--- src/design/bsc_pkg.sv ---
// shared widths, constants and types of the barometric compensation block
`timescale 1ns / 1ps

package bsc_pkg;

	// field widths
	localparam int RAW_W   = 24;
	localparam int COEF_W  = 16;
	localparam int VAL_W   = 24;
	localparam int DT_W    = RAW_W + 1;
	localparam int NUM_COEF = 6;
	localparam int CFG_IDX_W = 3;

	// serial multiplier: signed multiplicand, unsigned multiplier, lsb first
	localparam int MCAND_W = 35;
	localparam int MPL_W   = RAW_W;
	localparam int ACC_W   = MCAND_W + 1;
	localparam int PROD_W  = ACC_W + MPL_W;
	localparam int CNT_W   = $clog2(MPL_W + 1);

	// a coefficient product comes out scaled up by the unused multiplier bits
	localparam int COEF_ALIGN = MPL_W - COEF_W;

	localparam int C5_SHIFT   = 8;
	localparam int C2_SHIFT   = 16;
	localparam int C1_SHIFT   = 15;
	localparam int TEMP_SHIFT = 23 + COEF_ALIGN;
	localparam int OFF_SHIFT  = 7 + COEF_ALIGN;
	localparam int SENS_SHIFT = 8 + COEF_ALIGN;
	localparam int PRES_SHIFT = 21;
	localparam int FINAL_SHIFT = 15;
	localparam int DIFF_W     = 40;

	localparam logic signed [VAL_W-1:0] TEMP_OFFSET = 24'sd2000;
	localparam logic signed [VAL_W-1:0] TEMP_MIN    = -24'sd5000;
	localparam logic signed [VAL_W-1:0] TEMP_MAX    = 24'sd7000;
	localparam logic signed [VAL_W-1:0] PRES_MIN    = 24'sd30000;
	localparam logic signed [VAL_W-1:0] PRES_MAX    = 24'sd115000;

	localparam logic KIND_TEMP = 1'b0;
	localparam logic KIND_PRES = 1'b1;

	typedef enum logic [CFG_IDX_W-1:0] {
		REG_C1 = 3'd0,
		REG_C2 = 3'd1,
		REG_C3 = 3'd2,
		REG_C4 = 3'd3,
		REG_C5 = 3'd4,
		REG_C6 = 3'd5
	} coef_idx_t;

	typedef struct packed {
		logic [COEF_W-1:0] c1;
		logic [COEF_W-1:0] c2;
		logic [COEF_W-1:0] c3;
		logic [COEF_W-1:0] c4;
		logic [COEF_W-1:0] c5;
		logic [COEF_W-1:0] c6;
	} coef_t;

	typedef struct packed {
		logic             start;
		logic [CNT_W-1:0] nbits;
	} mul_cmd_t;

	typedef struct packed {
		logic busy;
		logic done;
	} mul_sts_t;

endpackage

--- src/design/bsc_coef_regs.sv ---
// calibration coefficient register file
`timescale 1ns / 1ps

module bsc_coef_regs (
	input  logic                           clk,
	input  logic                           arst_n,
	input  logic                           wr_en,
	input  logic [bsc_pkg::CFG_IDX_W-1:0]  wr_index,
	input  logic [bsc_pkg::COEF_W-1:0]     wr_data,
	output bsc_pkg::coef_t                 coef
);
	import bsc_pkg::*;

	coef_t coef_q;

	always_ff @(posedge clk or negedge arst_n) begin
		if (!arst_n) begin
			coef_q <= '0;
		end else if (wr_en) begin
			unique case (wr_index)
				REG_C1: coef_q.c1 <= wr_data;
				REG_C2: coef_q.c2 <= wr_data;
				REG_C3: coef_q.c3 <= wr_data;
				REG_C4: coef_q.c4 <= wr_data;
				REG_C5: coef_q.c5 <= wr_data;
				REG_C6: coef_q.c6 <= wr_data;
				// unused indexes are dropped
				default: ;
			endcase
		end
	end

	assign coef = coef_q;

endmodule

--- src/design/bsc_ser_mult.sv ---
// bit-serial shift-add multiplier, signed multiplicand by unsigned multiplier
`timescale 1ns / 1ps

module bsc_ser_mult (
	input  logic                                  clk,
	input  logic                                  arst_n,
	input  bsc_pkg::mul_cmd_t                     cmd,
	input  logic signed [bsc_pkg::MCAND_W-1:0]    mcand,
	input  logic [bsc_pkg::MPL_W-1:0]             mplier,
	output bsc_pkg::mul_sts_t                     sts,
	output logic signed [bsc_pkg::PROD_W-1:0]     prod
);
	import bsc_pkg::*;

	logic signed [MCAND_W-1:0] mcand_q;
	logic signed [ACC_W-1:0]   acc_q;
	logic [MPL_W-1:0]          mpl_q;
	logic [CNT_W-1:0]          cnt_q;
	logic                      done_q;
	logic signed [ACC_W-1:0]   addend;
	logic signed [ACC_W-1:0]   sum;

	// one multiplier bit per cycle; low product bits shift in at the top of mpl_q
	assign addend = mpl_q[0] ? {mcand_q[MCAND_W-1], mcand_q} : '0;
	assign sum    = acc_q + addend;

	always_ff @(posedge clk or negedge arst_n) begin
		if (!arst_n) begin
			cnt_q   <= '0;
			done_q  <= 1'b0;
			mcand_q <= '0;
			acc_q   <= '0;
			mpl_q   <= '0;
		end else begin
			done_q <= (cnt_q == CNT_W'(1));
			if (cmd.start) begin
				cnt_q   <= cmd.nbits;
				mcand_q <= mcand;
				acc_q   <= '0;
				mpl_q   <= mplier;
			end else if (cnt_q != '0) begin
				cnt_q <= cnt_q - CNT_W'(1);
				acc_q <= {sum[ACC_W-1], sum[ACC_W-1:1]};
				mpl_q <= {sum[0], mpl_q[MPL_W-1:1]};
			end
		end
	end

	// with an n-bit multiplier the product comes out scaled by 2^(MPL_W-n)
	assign prod     = {acc_q, mpl_q};
	assign sts.busy = (cnt_q != '0);
	assign sts.done = done_q;

endmodule

--- src/design/baro_sensor_compensation.sv ---
// top level: sample sequencer, compensation arithmetic and result register
`timescale 1ns / 1ps

// Compensates raw barometric sensor conversions with six calibration words.
// A temperature sample updates the stored temperature difference and returns
// the temperature in 0.01 degC; a pressure sample uses the last stored
// difference and returns pressure in Pa. One item is worked at a time through
// a single bit-serial multiplier that retires one multiplier bit per cycle:
// a temperature sample needs one product with a 16-bit multiplier and a pressure
// sample two products with a 16-bit multiplier and one with a 24-bit one. The
// result register frees the sequencer, so the next sample can be taken the
// cycle after a result is loaded, even while that result still waits on
// out_ready. Coefficient writes complete at once and are expected only while
// no sample is in progress.

module baro_sensor_compensation (
	input  logic                                 clk,
	input  logic                                 arst_n,
	input  logic                                 in_valid,
	output logic                                 in_ready,
	input  logic                                 opcode,
	input  logic [bsc_pkg::RAW_W-1:0]            raw_sample,
	output logic                                 out_valid,
	input  logic                                 out_ready,
	output logic                                 result_kind,
	output logic signed [bsc_pkg::VAL_W-1:0]     value,
	output logic                                 quality,
	input  logic                                 cfg_valid,
	output logic                                 cfg_ready,
	input  logic [bsc_pkg::CFG_IDX_W-1:0]        cfg_index,
	input  logic [bsc_pkg::COEF_W-1:0]           cfg_data
);
	import bsc_pkg::*;

	typedef enum logic [2:0] {
		S_IDLE,
		S_START,
		S_TEMP,
		S_OFF,
		S_SENS,
		S_PRES,
		S_DONE
	} state_t;

	state_t                     state_q;
	logic                       kind_q;
	logic [RAW_W-1:0]           raw_q;
	logic signed [DT_W-1:0]     dt_q;
	logic signed [MCAND_W-1:0]  off_q;
	logic signed [VAL_W-1:0]    calc_q;
	logic                       out_valid_q;
	logic                       out_kind_q;
	logic signed [VAL_W-1:0]    out_value_q;
	logic                       out_quality_q;

	coef_t                      coef;
	mul_cmd_t                   mul_cmd;
	mul_sts_t                   mul_sts;
	logic signed [MCAND_W-1:0]  mul_mcand;
	logic [MPL_W-1:0]           mul_mplier;
	logic signed [PROD_W-1:0]   prod;

	logic signed [DT_W-1:0]     dt_new;
	logic signed [MCAND_W-1:0]  dt_ext;
	logic signed [PROD_W-1:0]   temp_sh;
	logic signed [PROD_W-1:0]   off_sh;
	logic signed [PROD_W-1:0]   sens_sh;
	logic signed [PROD_W-1:0]   pres_sh;
	logic signed [MCAND_W-1:0]  off_new;
	logic signed [MCAND_W-1:0]  sens_new;
	logic signed [DIFF_W-1:0]   diff;
	logic signed [DIFF_W-1:0]   diff_sh;
	logic signed [VAL_W-1:0]    temp_val;
	logic signed [VAL_W-1:0]    pres_val;
	logic                       full;
	logic                       out_load;

	bsc_coef_regs u_coef_regs (
		.clk      (clk),
		.arst_n   (arst_n),
		.wr_en    (cfg_valid & cfg_ready),
		.wr_index (cfg_index),
		.wr_data  (cfg_data),
		.coef     (coef)
	);

	bsc_ser_mult u_ser_mult (
		.clk    (clk),
		.arst_n (arst_n),
		.cmd    (mul_cmd),
		.mcand  (mul_mcand),
		.mplier (mul_mplier),
		.sts    (mul_sts),
		.prod   (prod)
	);

	assign dt_new = $signed({1'b0, raw_sample})
		- $signed({1'b0, coef.c5, {C5_SHIFT{1'b0}}});
	assign dt_ext = {{(MCAND_W - DT_W){dt_q[DT_W-1]}}, dt_q};

	assign temp_sh  = prod >>> TEMP_SHIFT;
	assign off_sh   = prod >>> OFF_SHIFT;
	assign sens_sh  = prod >>> SENS_SHIFT;
	assign pres_sh  = prod >>> PRES_SHIFT;

	assign temp_val = temp_sh[VAL_W-1:0] + TEMP_OFFSET;
	assign off_new  = {{(MCAND_W - COEF_W - C2_SHIFT){1'b0}}, coef.c2, {C2_SHIFT{1'b0}}}
		+ off_sh[MCAND_W-1:0];
	assign sens_new = {{(MCAND_W - COEF_W - C1_SHIFT){1'b0}}, coef.c1, {C1_SHIFT{1'b0}}}
		+ sens_sh[MCAND_W-1:0];
	assign diff     = pres_sh[DIFF_W-1:0] - {{(DIFF_W - MCAND_W){off_q[MCAND_W-1]}}, off_q};
	assign diff_sh  = diff >>> FINAL_SHIFT;
	assign pres_val = diff_sh[VAL_W-1:0];

	// multiplier operand selection; the first product starts in S_START, each later one on the previous done
	always_comb begin
		mul_cmd       = '0;
		mul_cmd.nbits = CNT_W'(COEF_W);
		mul_mcand     = dt_ext;
		mul_mplier    = {{(MPL_W - COEF_W){1'b0}}, coef.c6};
		unique case (state_q)
			S_START: begin
				mul_cmd.start = 1'b1;
				if (kind_q == KIND_PRES) begin
					mul_mplier = {{(MPL_W - COEF_W){1'b0}}, coef.c4};
				end
			end
			S_OFF: begin
				mul_cmd.start = mul_sts.done;
				mul_mplier    = {{(MPL_W - COEF_W){1'b0}}, coef.c3};
			end
			S_SENS: begin
				mul_cmd.start = mul_sts.done;
				mul_cmd.nbits = CNT_W'(RAW_W);
				mul_mcand     = sens_new;
				mul_mplier    = raw_q;
			end
			default: ;
		endcase
	end

	always_comb begin
		if (kind_q == KIND_PRES) begin
			full = (calc_q > PRES_MIN) && (calc_q < PRES_MAX);
		end else begin
			full = (calc_q > TEMP_MIN) && (calc_q < TEMP_MAX);
		end
	end

	assign out_load = (state_q == S_DONE) && (!out_valid_q || out_ready);

	always_ff @(posedge clk or negedge arst_n) begin
		if (!arst_n) begin
			state_q       <= S_IDLE;
			kind_q        <= KIND_TEMP;
			raw_q         <= '0;
			dt_q          <= '0;
			off_q         <= '0;
			calc_q        <= '0;
			out_valid_q   <= 1'b0;
			out_kind_q    <= KIND_TEMP;
			out_value_q   <= '0;
			out_quality_q <= 1'b0;
		end else begin
			if (out_load) begin
				out_valid_q <= 1'b1;
			end else if (out_ready) begin
				out_valid_q <= 1'b0;
			end
			unique case (state_q)
				S_IDLE: begin
					if (in_valid) begin
						kind_q  <= opcode;
						raw_q   <= raw_sample;
						if (opcode == KIND_TEMP) begin
							dt_q <= dt_new;
						end
						state_q <= S_START;
					end
				end
				S_START: begin
					state_q <= (kind_q == KIND_PRES) ? S_OFF : S_TEMP;
				end
				S_TEMP: begin
					if (mul_sts.done) begin
						calc_q  <= temp_val;
						state_q <= S_DONE;
					end
				end
				S_OFF: begin
					if (mul_sts.done) begin
						off_q   <= off_new;
						state_q <= S_SENS;
					end
				end
				S_SENS: begin
					if (mul_sts.done) begin
						state_q <= S_PRES;
					end
				end
				S_PRES: begin
					if (mul_sts.done) begin
						calc_q  <= pres_val;
						state_q <= S_DONE;
					end
				end
				S_DONE: begin
					if (out_load) begin
						out_kind_q    <= kind_q;
						out_value_q   <= calc_q;
						out_quality_q <= ~full;
						state_q       <= S_IDLE;
					end
				end
				default: state_q <= S_IDLE;
			endcase
		end
	end

	assign in_ready    = (state_q == S_IDLE);
	assign cfg_ready   = 1'b1;
	assign out_valid   = out_valid_q;
	assign result_kind = out_kind_q;
	assign value       = out_value_q;
	assign quality     = out_quality_q;

	// a product is never restarted while the serial unit is still stepping
	assert property (@(posedge clk) disable iff (!arst_n)
		mul_cmd.start |-> !mul_sts.busy)
		else $error("multiplier started while busy");

	// no new sample is taken while a product is in flight
	assert property (@(posedge clk) disable iff (!arst_n)
		mul_sts.busy |-> !in_ready)
		else $error("sample taken during multiplication");

	// multiplier completion only lands in a state that consumes it
	assert property (@(posedge clk) disable iff (!arst_n)
		mul_sts.done |-> (state_q == S_TEMP || state_q == S_OFF
			|| state_q == S_SENS || state_q == S_PRES))
		else $error("multiplier result dropped");

	// a finished result reaches the output register and frees the sequencer
	assert property (@(posedge clk) disable iff (!arst_n)
		out_load |=> (out_valid && state_q == S_IDLE))
		else $error("result not loaded");

endmodule
--- config.mk ---
export PLATFORM = sky130hd
export DESIGN_NAME = baro_sensor_compensation
export DESIGN_NICKNAME = d
export VERILOG_FILES = /design/src/design/bsc_pkg.sv /design/src/design/bsc_coef_regs.sv /design/src/design/bsc_ser_mult.sv /design/src/design/baro_sensor_compensation.sv
export SDC_FILE = /design/constraint.sdc
export NUM_CORES = 1
export LEC_CHECK = 0
export ABC_CLOCK_PERIOD_IN_PS = 3400
export CAP_MARGIN = 20
export CORE_ASPECT_RATIO = 2
export CORE_MARGIN = 10
export CORE_UTILIZATION = 35
export DETAILED_ROUTE_END_ITERATION = 8
export DONT_BUFFER_PORTS = 1
export SLEW_MARGIN = 20
export SYNTH_ARGS = -nofsm -noshare
export SYNTH_HDL_FRONTEND = slang
export SYNTH_HIERARCHICAL = 1
export SYNTH_SLANG_ARGS = --single-unit
--- constraint.sdc ---
create_clock -name clk -period 3.4 [get_ports clk]
set_input_delay 0.51 -clock clk [delete_from_list [all_inputs] [get_ports clk]]
set_output_delay 0.51 -clock clk [all_outputs]
set_load 0.005 [all_outputs]
==> results of run 1 <==
[what timing repair did]
action                                 in CTS  in global routing
setup buffers                               0                  0
setup endpoints to repair                   0                 12
gates resized for setup                     0                  8
endpoints found under the hold margin     335                335
[placed cells by master, fill, tap and decap left out, types with 5 or more instances in the layout]
| master | n |
|---|---|
| a222oi_1 | 16 |
| mux2i_1 | 27 |
| and3_1 | 24 |
| ha_1 | 125 |
| clkbuf_1 | 8 |
| or4_1 | 7 |
| buf_4 | 107 |
| inv_1 | 80 |
| a211oi_1 | 18 |
| nand4_1 | 23 |
| o31ai_1 | 13 |
| xor2_1 | 51 |
| a31oi_1 | 14 |
| nand2_1 | 281 |
| a21oi_1 | 145 |
| xnor2_1 | 64 |
| dfrtp_1 | 334 |
| clkinv_2 | 5 |
| mux2_2 | 209 |
| clkbuf_8 | 5 |
| o211ai_1 | 9 |
| and2_1 | 43 |
| nor2_1 | 80 |
| a21o_1 | 43 |
| nor2b_1 | 17 |
| nand2b_1 | 14 |
| nand3_1 | 24 |
| a211o_1 | 5 |
| o21ai_1 | 5 |
| o21ai_0 | 149 |
| conb_1 | 5 |
| or3_1 | 11 |
| a21boi_0 | 5 |
| clkbuf_16 | 34 |
| o21a_1 | 14 |
| nor3_1 | 29 |
| o21bai_1 | 12 |
[cell type report]
cell class	count	area share (%)
Sequential cell	335	36.45
Inverter	81	1.322
Antenna cell	4	0.04352
Clock inverter	13	0.5276
Multi-Input combinational cell	1580	49.72
Tap cell	762	4.145
Timing Repair Buffer	109	3.666
Clock buffer	47	4.129
[state kept, by name, indices dropped and copies added (netlist names), 3 cells and up]
| name | cells |
|---|---|
| off_q | 35 |
| dt_q | 25 |
| u_ser_mult/mcand_q | 35 |
| raw_q | 24 |
| u_ser_mult/acc_q | 35 |
| u_ser_mult/mpl_q | 24 |
| u_coef_regs/coef | 96 |
| state_q | 3 |
| value | 24 |
| u_ser_mult/cnt_q | 5 |
| calc_q | 24 |
[layer usage]
layer  vias up  part of all wire (%)  routed length [um]
met2       440                    55               37690
met1      8049                    32               22060
met5         -                     0                   0
li1       7595                     -                   -
met4         0                   8.2                5602
met3       206                   4.5                3113
[logic make-up (layout without fill, tap and decap cells)]
group	count (synthesis)	count (layout)
flip-flops	335	335
AO/OA/AOI/OAI	508	508
AND/OR/NAND/NOR	586	586
multiplexers	237	237
adder cells (fa/ha/maj)	129	129
buffers and inverters	177	250
XOR/XNOR	115	115
other	2	9
[worst register-to-register path, stage by stage, from the launching register on]
cell and delay (ps):
dfrtp_1 460, buf_12 190, and2_1 190, ha_1 280, buf_4 140, nand2_1 80, buf_4 150, nor3_1 470
nand2_1 130, a31oi_1 210, buf_4 180, o21ai_0 110, and3_1 190, o31ai_1 330
[worst max path at each step]
| stage | to | slack (ps) | cells past startpoint |
|---|---|---|---|
| floorplan | calc_q[19]$_DFFE_PN0P_ | 460 | 11 |
| global placement | calc_q[19]$_DFFE_PN0P_ | 150 | 11 |
| detailed placement | calc_q[22]$_DFFE_PN0P_ | 60 | 12 |
| CTS | calc_q[22]$_DFFE_PN0P_ | 60 | 12 |
| global route | calc_q[20]$_DFFE_PN0P_ | 2 | 11 |
| finish | u_ser_mult/acc_q[29]$_DFFE_PN0P_ | 150 | 13 |
[power breakdown]
group / internal, mW / switching, mW / total [mW]
Clock: 2.05 / 1.67 / 3.72
Sequential: 5.42 / 1.30 / 6.72
Combinational: 5.04 / 6.71 / 11.8
[through the flow]
step	util [%]	total power, mW
after global routing	39.64	23.67
final	39.64	22.19
after floorplan	-	14.26
after detailed placement	37.72	18.40
after CTS	39.57	22.22
after global placement	37.72	18.21
==> metrics.md, run 1 <==
| Metric | Value |
|---|---|
| Outcome | finished with violations |
| Failing checks | hold timing |
| Dpl cell area | 21890 um2 |
| Remaining DRCs | 0 |
| FILL cells | 5692 |
| Pwr Density | 964.8 nW/um2 |
| Adder-Cell Fraction of Synth Area | 8.023% |
| Slowest cell on the critical path | nor3_1 |
| Synth Instances | 2089 |
| Final period utilization | 95.54% |
| Warnings, synthesis | 6 |
| Fin. Hold Viols | 335 |
| Number of flops mapped to enable cells by yosys | 0 |
| Top cells by area, synth | dfrtp_1, mux2_2, ha_1 |
| DR WL/cell | 23.36 um |
| Critical path peak fanout | 30 |
| Placed insts | 2867 |
| CTS tree | built |
| IO Count | 78 |
| RSZ-0062 raised after global routing | false |
| Worst VDD drop | 0.0005327 V |
| Vias | 16290 |
| Count of cell types in the netlist | 90 |
| Starting Density | 35.31% |
| Sequential share of the synthesized area | 40.91% |
| Non-Filler Instances | 2931 |
| Met3 GRT Util | 3.364% |
| Largest net degree at the start of global routing | 336 |
| Core ar. | 58020 um2 |
| Placer Congestion | 1.006 |
| Post-DP HPWL | 53070 um |
| Placement Setup Slack | 63.84 ps |
| First-pass GRT wire length | 102400 um |
| Proportion of synthesized area in mux cells | 12.86% |
| WL final | 68470 um |
| Main combinational cell family by area after synthesis | compound AO/OA/AOI/OAI gates |
| # setup viols final | 0 |
| Share of the synthesized area in the top cell type | 40.91% |
| Grt met2 use | 37.47% |
| Die Span Y | 362.2 um |
| Clock-pin slew of the registers on the worst-case setup and hold paths | 70 ps |
| Multi-input gate area | 11440 um2 |
| Crit-path leading delay family | simple AND/OR/NAND/NOR gates |
| Critical path arrival | 3670 ps |
| FF/Latch Area | 8384 um2 |
| Worst Slack Setup Final | 151.5 ps |
| Count leader, synth | dfrtp_1 |
| Clock buffer count from CTS | 34 |
| CP Cell Sequence | buf_12 -> and2_1 -> ha_1 -> buf_4 -> nand2_1 -> buf_4 -> nor3_1 -> nand2_1 -> a31oi_1 -> buf_4 -> o21ai_0 -> and3_1 -> o31ai_1 |
| Setup TNS | 0 ps |
| Drt pass-1 iters | 5 |
| Clk_skew | 23.36 ps |
| Initial antenna violation count | 4 |
| Post-synthesis xor/xnor area fraction | 4.915% |
| Most frequent cells after synthesis | dfrtp_1, nand2_1, mux2_2 |
| Top_reg_cell synth | dfrtp_1 |
| Vias in the first global route | 17050 |
| Met1 Use GR | 17.07% |
| Share of layout cells above drive strength 1 | 19.12% |
| Nets | 2319 |
| Maximum level of the CTS H-tree | 2 |
| Lkg Pwr | 10.38 nW |
| Compound-gate portion of the synthesized area | 15.86% |
| Max Freq | 307.8 MHz |
| Max_cap viols | 0 |
| Post-route cell area | 23000 um2 |
| GRT overflow | 0 |
| Worst Path Required | 3820 ps |
| Worst Tran Pin Value | 1056 ps |
| Crit path from | u_ser_mult/mpl_q[0]$_DFFE_PN0P_ |
| Reg2reg setup slack | 150 ps |
| Cell mode on critical path | buf_4 |
| Final Critical Period | 3248 ps |
| CP bufs+invs | 4 |
| Die Width | 191.1 um |
| Dominant cell type by area after synthesis | dfrtp_1 |
| #FFs+latches synth | 335 |
| Worst Setup Start Kind | flip-flop |
| Crit-path max cell delay | 470 ps |
| Post-route ant nets | 0 |
| Die area | 69210 um2 |
| Area grow syn2layout | 12.26% |
| Hold Path Class | input pin to async pin |
| Starting DRT DRC Count | 857 |
| Simple-gate share of the synthesized area | 13.69% |
| Netlist Area Pre-Place | 20490 um2 |
| Rel. slew slack | 29.33% |
| Ys async rst share | 100.0% |
| Setup Crit Path Kind | flip-flop to flip-flop |
| Final hold slack | -333.0 ps |
| Worst r2r src | u_ser_mult/mpl_q[0]$_DFFE_PN0P_ |
| Mean post-synth cell area | 9.809 um2 |
| Clk root buf | clkbuf_16 |
| IO buf count | 0 |
| Rows | 125 |
| Crit path capture type | flip-flop |
| Worst reg2reg path depth | 13 |
| GR peak layer | met2 |
| Via/cell ratio | 5.558 |
| Longest Clk Path Bufs | 3 |
| RR Endpoint | u_ser_mult/acc_q[29]$_DFFE_PN0P_ |
| GRT Total Usage | 19.38% |
| Slew Limit Fails | 0 |
| Clock Sinks | 335 |
| Skew-Pair Late Insertion Delay | 550 ps |
(Power assumes the default switching activity.)
==> run 2, diff against run 1 <==
--- a/config.mk
+++ b/config.mk
@@ -5,11 +5,12 @@
 export SDC_FILE = /design/constraint.sdc
 export NUM_CORES = 1
 export LEC_CHECK = 0
-export ABC_CLOCK_PERIOD_IN_PS = 3400
+export ABC_CLOCK_PERIOD_IN_PS = 3320
 export CAP_MARGIN = 20
 export CORE_ASPECT_RATIO = 2
 export CORE_MARGIN = 10
 export CORE_UTILIZATION = 35
+export CTS_BUF_LIST = sky130_fd_sc_hd__clkbuf_8
 export DETAILED_ROUTE_END_ITERATION = 8
 export DONT_BUFFER_PORTS = 1
 export SLEW_MARGIN = 20
==> constraint.sdc (replaced) <==
create_clock -name clk -period 3.32 [get_ports clk]
set_input_delay 0.498 -clock clk [delete_from_list [all_inputs] [get_ports clk]]
set_output_delay 0.498 -clock clk [all_outputs]
set_load 0.005 [all_outputs]
==> run 2 against run 1 <==
Effect of this change: the flow still finishes with violations (hold timing); via count grew 2.2%; first-iteration DRC count is 3.3% lower; sequential share of layout area decreased by 0.87 points; flip-flop and latch count unchanged; sequential power up 2%; utilization grew 0.98 points; global-route usage grew 0.51 points; register-to-register slack worse by 50 ps; die area is the same; non-clock buffer count grew 63; maximum frequency rose by 0.79%; critical path depth decreased by 1; critical path type unchanged; critical endpoint is now calc_q[13]$_DFFE_PN0P_; largest cell class unchanged.
==> metrics.md, run 2 (synthesis results as in run 1) <==
| Metric | Value |
|---|---|
| Clock Sinks | 335 (unchanged) |
| Most common cell after layout, fill and taps aside | dfrtp_1 |
| Maximum level of the CTS H-tree | 2 (unchanged) |
| Starting DRT DRC Count | 829 (-3.3%) |
| Post-DP HPWL | 54690 um (+3.0%) |
| Rel. slew slack | 32.58% (+3.2 points) |
| Critical path peak fanout | 4 (-87%) |
| Max_cap viols | 0 (unchanged) |
| Lkg Pwr | 10.78 nW (+3.9%) |
| Total Power | 23.07 mW (+4.0%) |
| Worst Path Required | 3830 ps (about the same) |
| Final period utilization | 97.08% (+1.5 points) |
| DR WL/cell | 23.05 um (-1.3%) |
| Vias in the first global route | 17750 (+4.1%) |
| Area grow syn2layout | 15.02% |
| Worst Setup Start Kind | flip-flop |
| Worst Tran Pin Value | 1008 ps (-48.48 ps) |
| Hold Path Class | input pin to async pin |
| Initial antenna violation count | 6 (+2) |
| Vias | 16650 (+2.2%) |
| GRT Total Usage | 19.89% (+0.51 points) |
| RSZ-0062 raised after global routing | true |
| Critical path arrival | 3740 ps (+70 ps) |
| Longest Clk Path Bufs | 3 (unchanged) |
| Clock buffer count from CTS | 52 (+53%) |
| FILL cells | 5678 (-0.25%) |
| Rows | 125 (unchanged) |
| Setup TNS | 0 ps (unchanged) |
| Fin. Hold Viols | 335 (unchanged) |
| Core ar. | 58020 um2 (unchanged) |
| Die area | 69210 um2 (unchanged) |
| Final hold slack | -440.1 ps (-107.1 ps) |
| Die Span Y | 362.2 um (unchanged) |
| FF/Latch Area | 8387 um2 (about the same) |
| Nets | 2400 (+3.5%) |
| CTS tree | built |
| Outcome | finished with violations |
| Pwr Density | 978.9 nW/um2 (+1.5%) |
| Skew-Pair Late Insertion Delay | 660 ps (+110 ps) |
| Max reg flops | 96 (unchanged) |
| Post-route ant nets | 0 (unchanged) |
| Clock-pin slew of the registers on the worst-case setup and hold paths | 70 ps (about the same) |
| Clk_skew | 66.70 ps (+43.34 ps) |
| Drt pass-1 iters | 6 (+1) |
| Worst VDD drop | 0.0004710 V (-12%) |
| # setup viols final | 0 (unchanged) |
| GRT overflow | 0 (unchanged) |
| Share of layout cells above drive strength 1 | 21.35% (+2.2 points) |
| First-pass GRT wire length | 105000 um (+2.6%) |
| WL final | 69790 um (+1.9%) |
| Slew Limit Fails | 0 (unchanged) |
| Cts hold-fix bufs | 22 |
| Max Freq | 310.3 MHz (+0.79%) |
| Via/cell ratio | 5.499 (-1.1%) |
| Largest net degree at the start of global routing | 336 (unchanged) |
| Starting Density | 35.31% (unchanged) |
| Die Width | 191.1 um (unchanged) |
| Setup Crit Path Kind | flip-flop to flip-flop |
| Multi-input gate area | 11440 um2 (about the same) |
| Clk root buf | clkbuf_8 |
| Final Critical Period | 3223 ps (-25.51 ps) |
| Remaining DRCs | 0 (unchanged) |
| IO Count | 78 (unchanged) |
| IO buf count | 0 (unchanged) |
| Failing checks | hold timing |
| Placer Congestion | 0.9764 (-3.0%) |
| Crit path capture type | flip-flop |
| Most frequent cells in the layout | dfrtp_1, nand2_1, mux2_2, o21ai_0, buf_4 |
run 2: metrics by stage:
| step | cells | util, % | area [um2] | worst slack, ps |
|---|---|---|---|---|
| 2_1_floorplan | 2092 | - | 20500 | 375.5 |
| 3_3_place_gp | 2905 | 38.21 | 22170 | -8.459 |
| 3_5_place_dp | 2905 | 38.21 | 22170 | -59.73 |
| 4_1_cts | 3017 | 40.49 | 23490 | 45.41 |
| 5_1_grt | 3028 | 40.62 | 23570 | -24.25 |
| 6_report | 3028 | 40.62 | 23570 | 97.02 |
run 2: critical path, cell delays in order (launching register included):
cell and delay [ps]:
dfrtp_2 480, ha_1 310, and4_1 210, nand4_1 150, buf_4 170, or4b_2 620, nand3b_1 140, a221o_1 190
a31o_2 200, a41o_1 220, o21ai_0 110, xor2_1 160, o221ai_1 140
run 2: layer usage:
metal | routed length, um | GRT usage [%] | vias to the layer above
met2 | 38150 | 38.45 | 471
met5 | 0 | 0 | -
met4 | 6838 | 17.15 | 0
li1 | - | - | 7764
met1 | 21920 | 16.88 | 8184
met3 | 2880 | 3.268 | 231
run 2: final cells by class:
class                      instances  share of cell area, %
antenna                            8                0.08494
tap                              762                  4.045
timing repair buffer             172                  5.818
multi-input combinational       1580                  48.55
clock buffer                      66                  3.854
clock inverter                    24                 0.7751
inverter                          81                  1.290
sequential                       335                  35.58
run 2: final timing paths:
path | slack, ps | to | from | depth (start not counted)
max in group asynchronous | 3060 | u_coef_regs/coef[29]$_DFFE_PN0P_ | arst_n | 0
min in group clk | 30 | raw_q[0]$_DFFE_PN0P_ | raw_sample[0] | 1
hold reg to reg | 480 | dt_q[14]$_DFFE_PN0P_ | dt_q[14]$_DFFE_PN0P_ | 2
setup reg to reg | 100 | calc_q[13]$_DFFE_PN0P_ | u_ser_mult/acc_q[8]$_DFFE_PN0P_ | 12
hold / removal | -440 | u_ser_mult/acc_q[3]$_DFFE_PN0P_ | arst_n | 0
setup / recovery | 100 | calc_q[13]$_DFFE_PN0P_ | u_ser_mult/acc_q[8]$_DFFE_PN0P_ | 12
run 2: where the power goes:
group / internal [mW] / total [mW] / switching (mW)
clock network: 2.01 / 3.72 / 1.72
logic: 5.42 / 12.5 / 7.06
registers: 5.55 / 6.87 / 1.31
run 2: what timing repair did:
action                     in CTS  in global routing
resized for setup               2                  9
pin swaps                       0                  2
setup endpoints to repair       3                 15
cloned                          0                  0
hold endpoints to repair      370                335
setup buffers                   0                  3
==> run 3, diff against run 2 <==
--- a/config.mk
+++ b/config.mk
@@ -5,14 +5,15 @@
 export SDC_FILE = /design/constraint.sdc
 export NUM_CORES = 1
 export LEC_CHECK = 0
-export ABC_CLOCK_PERIOD_IN_PS = 3320
+export ABC_CLOCK_PERIOD_IN_PS = 3790
 export CAP_MARGIN = 20
 export CORE_ASPECT_RATIO = 2
 export CORE_MARGIN = 10
 export CORE_UTILIZATION = 35
-export CTS_BUF_LIST = sky130_fd_sc_hd__clkbuf_8
+export CTS_BUF_LIST = sky130_fd_sc_hd__clkbuf_4 sky130_fd_sc_hd__clkbuf_8
 export DETAILED_ROUTE_END_ITERATION = 8
 export DONT_BUFFER_PORTS = 1
+export GPL_TIMING_DRIVEN = 1
 export SLEW_MARGIN = 20
 export SYNTH_ARGS = -nofsm -noshare
 export SYNTH_HDL_FRONTEND = slang
==> constraint.sdc (replaced) <==
create_clock -name clk -period 3.79 [get_ports clk]
set_input_delay 0.5685 -clock clk [delete_from_list [all_inputs] [get_ports clk]]
set_output_delay 0.5685 -clock clk [all_outputs]
set_load 0.005 [all_outputs]
==> run 3 against run 2 <==
Effect of this change: the run still ends with hold timing left; count of clock-buffer cells in the layout up 11; flip-flop and latch count did not move; final cell count is 3.9% lower; setup slack better by 250 ps; clock skew is 46 ps lower; global-route usage fell by 0.27 points; clock power shrank 14%.
==> metrics.md, run 3 (synthesis results as in run 1) <==
| Metric | Value |
|---|---|
| WL final | 68780 um (-1.5%) |
| Worst r2r src | u_ser_mult/acc_q[8]$_DFFE_PN0P_ |
| Rows | 125 (unchanged) |
| Starting Density | 35.31% (unchanged) |
| Max reg flops | 96 (unchanged) |
| Vias in the first global route | 17180 (-3.2%) |
| Pwr Density | 859.5 nW/um2 (-12%) |
| Switch Pwr | 8.583 mW (-15%) |
| Worst VDD drop | 0.0004355 V (-7.6%) |
| Critical path arrival | 3990 ps (+250 ps) |
| Worst Slack Setup Final | 350.3 ps (+253.3 ps) |
| IO buf count | 0 (unchanged) |
| Remaining DRCs | 0 (unchanged) |
| Lkg Pwr | 10.17 nW (-5.7%) |
| Die Width | 191.1 um (unchanged) |
| Largest net degree at the start of global routing | 336 (unchanged) |
| First-pass GRT wire length | 103300 um (-1.6%) |
| RR Endpoint | calc_q[19]$_DFFE_PN0P_ |
| Vias | 16090 (-3.4%) |
| CTS tree | built |
| Critical path peak fanout | 8 (+4) |
| Worst Path Required | 4340 ps (+510 ps) |
| # setup viols final | 0 (unchanged) |
| Fin. Hold Viols | 335 (unchanged) |
| Clock buffer count from CTS | 51 (-1.9%) |
| Clk root buf | clkbuf_8 |
| Via/cell ratio | 5.527 (+0.51%) |
| Maximum level of the CTS H-tree | 2 (unchanged) |
| Die Span Y | 362.2 um (unchanged) |
| RSZ-0062 raised after global routing | false |
| Failing checks | hold timing |
| Clock power share | 16.5% (+0.4 points) |
| Drt pass-1 iters | 6 (unchanged) |
| Post-DP HPWL | 53000 um (-3.1%) |
| Clk_skew | 20.53 ps (-46.17 ps) |
| Outcome | finished with violations |
| Hold Path Class | input pin to async pin |
| Placer Congestion | 1.009 (+3.3%) |
| Post-CTS Setup Bufs | 0 (unchanged) |
| Final Critical Period | 3440 ps (+216.7 ps) |
| Flop pwr share | 31.4% (+1.6 points) |
| GRT overflow | 0 (unchanged) |
| Sw Share | 44.18% (+0.46 points) |
| Total Power | 19.43 mW (-16%) |
| FILL cells | 5767 (+1.6%) |
| Combinational Power Share | 52.1% (-2.0 points) |
| Core ar. | 58020 um2 (unchanged) |
| Max_cap viols | 0 (unchanged) |
| IO Count | 78 (unchanged) |
| Share of layout cells above drive strength 1 | 18.39% (-3.0 points) |
| Nets | 2287 (-4.7%) |
| Starting DRT DRC Count | 922 (+11%) |
| Longest Clk Path Bufs | 3 (unchanged) |
| Worst Tran Pin Value | 1064 ps (+56.08 ps) |
| Worst Setup Start Kind | flip-flop |
| Crit path capture type | flip-flop |
| Area grow syn2layout | 10.29% |
| Post-route ant nets | 0 (unchanged) |
| Max Freq | 290.7 MHz (-6.3%) |
| Clock-pin slew of the registers on the worst-case setup and hold paths | 70 ps (about the same) |
| Skew-Pair Late Insertion Delay | 640 ps (-20 ps) |
| Most frequent cells in the layout | dfrtp_1, nand2_1, mux2_2, o21ai_0, a21oi_1 |
| Final hold slack | -342.7 ps (+97.32 ps) |
| Initial antenna violation count | 5 (-1) |
| Rel. slew slack | 28.83% (-3.8 points) |
| Clock Sinks | 335 (unchanged) |
| Most common cell after layout, fill and taps aside | dfrtp_1 |
| GRT Total Usage | 19.62% (-0.27 points) |
| Post-cts resize count | 0 (-2) |
| Setup Crit Path Kind | flip-flop to flip-flop |
| Final period utilization | 90.76% (-6.3 points) |
| Setup TNS | 0 ps (unchanged) |
| Worst reg2reg path depth | 11 (-1) |
| Die area | 69210 um2 (unchanged) |
| Reg2reg setup slack | 350 ps (+250 ps) |
| Placement Setup Slack | 381.5 ps (+441.3 ps) |
| DR WL/cell | 23.63 um (+2.5%) |
| Slew Limit Fails | 0 (unchanged) |
| Internal | 10.84 mW (-16%) |
## run 3: how the worst max path moves through the flow
| stage | from | to | slack, ps | depth (start not counted) |
|---|---|---|---|---|
| final | u_ser_mult/acc_q[8]$_DFFE_PN0P_ | calc_q[19]$_DFFE_PN0P_ | 350 | 11 |
| after global routing | u_ser_mult/acc_q[8]$_DFFE_PN0P_ | calc_q[19]$_DFFE_PN0P_ | 160 | 11 |
| after CTS | u_ser_mult/acc_q[8]$_DFFE_PN0P_ | calc_q[19]$_DFFE_PN0P_ | 380 | 11 |
| after detailed placement | u_ser_mult/acc_q[8]$_DFFE_PN0P_ | calc_q[19]$_DFFE_PN0P_ | 380 | 11 |
| after global placement | u_ser_mult/acc_q[8]$_DFFE_PN0P_ | u_ser_mult/mcand_q[33]$_DFFE_PN0P_ | 400 | 12 |
| after floorplan | u_ser_mult/acc_q[8]$_DFFE_PN0P_ | calc_q[19]$_DFFE_PN0P_ | 850 | 11 |
## run 3: critical path: stages (launching register included)
cell and delay, ps:
dfrtp_1 560, ha_1 420, and4_1 210, nand4_1 150, or4b_4 530, a311oi_2 300, o21ai_1 170, a2111oi_2 390
nor3_1 190, o21ai_2 150, xnor2_1 90, a211oi_2 220
## run 3: per-layer routing
metal / vias to the layer above / global-route usage, % / share of wire, %
met1: 7933 / 17.23 / 32
met3: 208 / 3.950 / 4.8
met5: - / 0 / 0
met4: 0 / 16.02 / 8.4
met2: 429 / 37.12 / 55
li1: 7518 / - / -
## run 3: cell type report
class,count,area (um2),share of cell area (%)
Antenna cell,7,17.52,0.07751
Clock buffer,77,965.9,4.274
Clock inverter,9,101.3,0.4484
Inverter,81,304.0,1.345
Multi-Input combinational cell,1580,11410,50.50
Sequential cell,335,8383,37.09
Tap cell,762,953.4,4.219
Timing Repair Buffer,60,462.9,2.048
## run 3: power groups by stage
| stage | Combinational (mW) | Sequential [mW] | Clock [mW] |
|---|---|---|---|
| floorplan | 7.18 | 5.61 | 0 |
| global placement | 9.87 | 6.12 | 0 |
| detailed placement | 10.0 | 6.19 | 0 |
| CTS | 10.1 | 6.12 | 3.32 |
| global route | 11.1 | 6.26 | 3.45 |
| finish | 10.1 | 6.10 | 3.21 |
## run 3: per-stage QoR
| stage | utilization (%) | instances | instance area, um2 |
|---|---|---|---|
| floorplan | - | 2092 | 20500 |
| global placement | 37.07 | 2818 | 21510 |
| detailed placement | 37.07 | 2818 | 21510 |
| CTS | 38.91 | 2904 | 22580 |
| global route | 38.95 | 2911 | 22600 |
| finish | 38.95 | 2911 | 22600 |
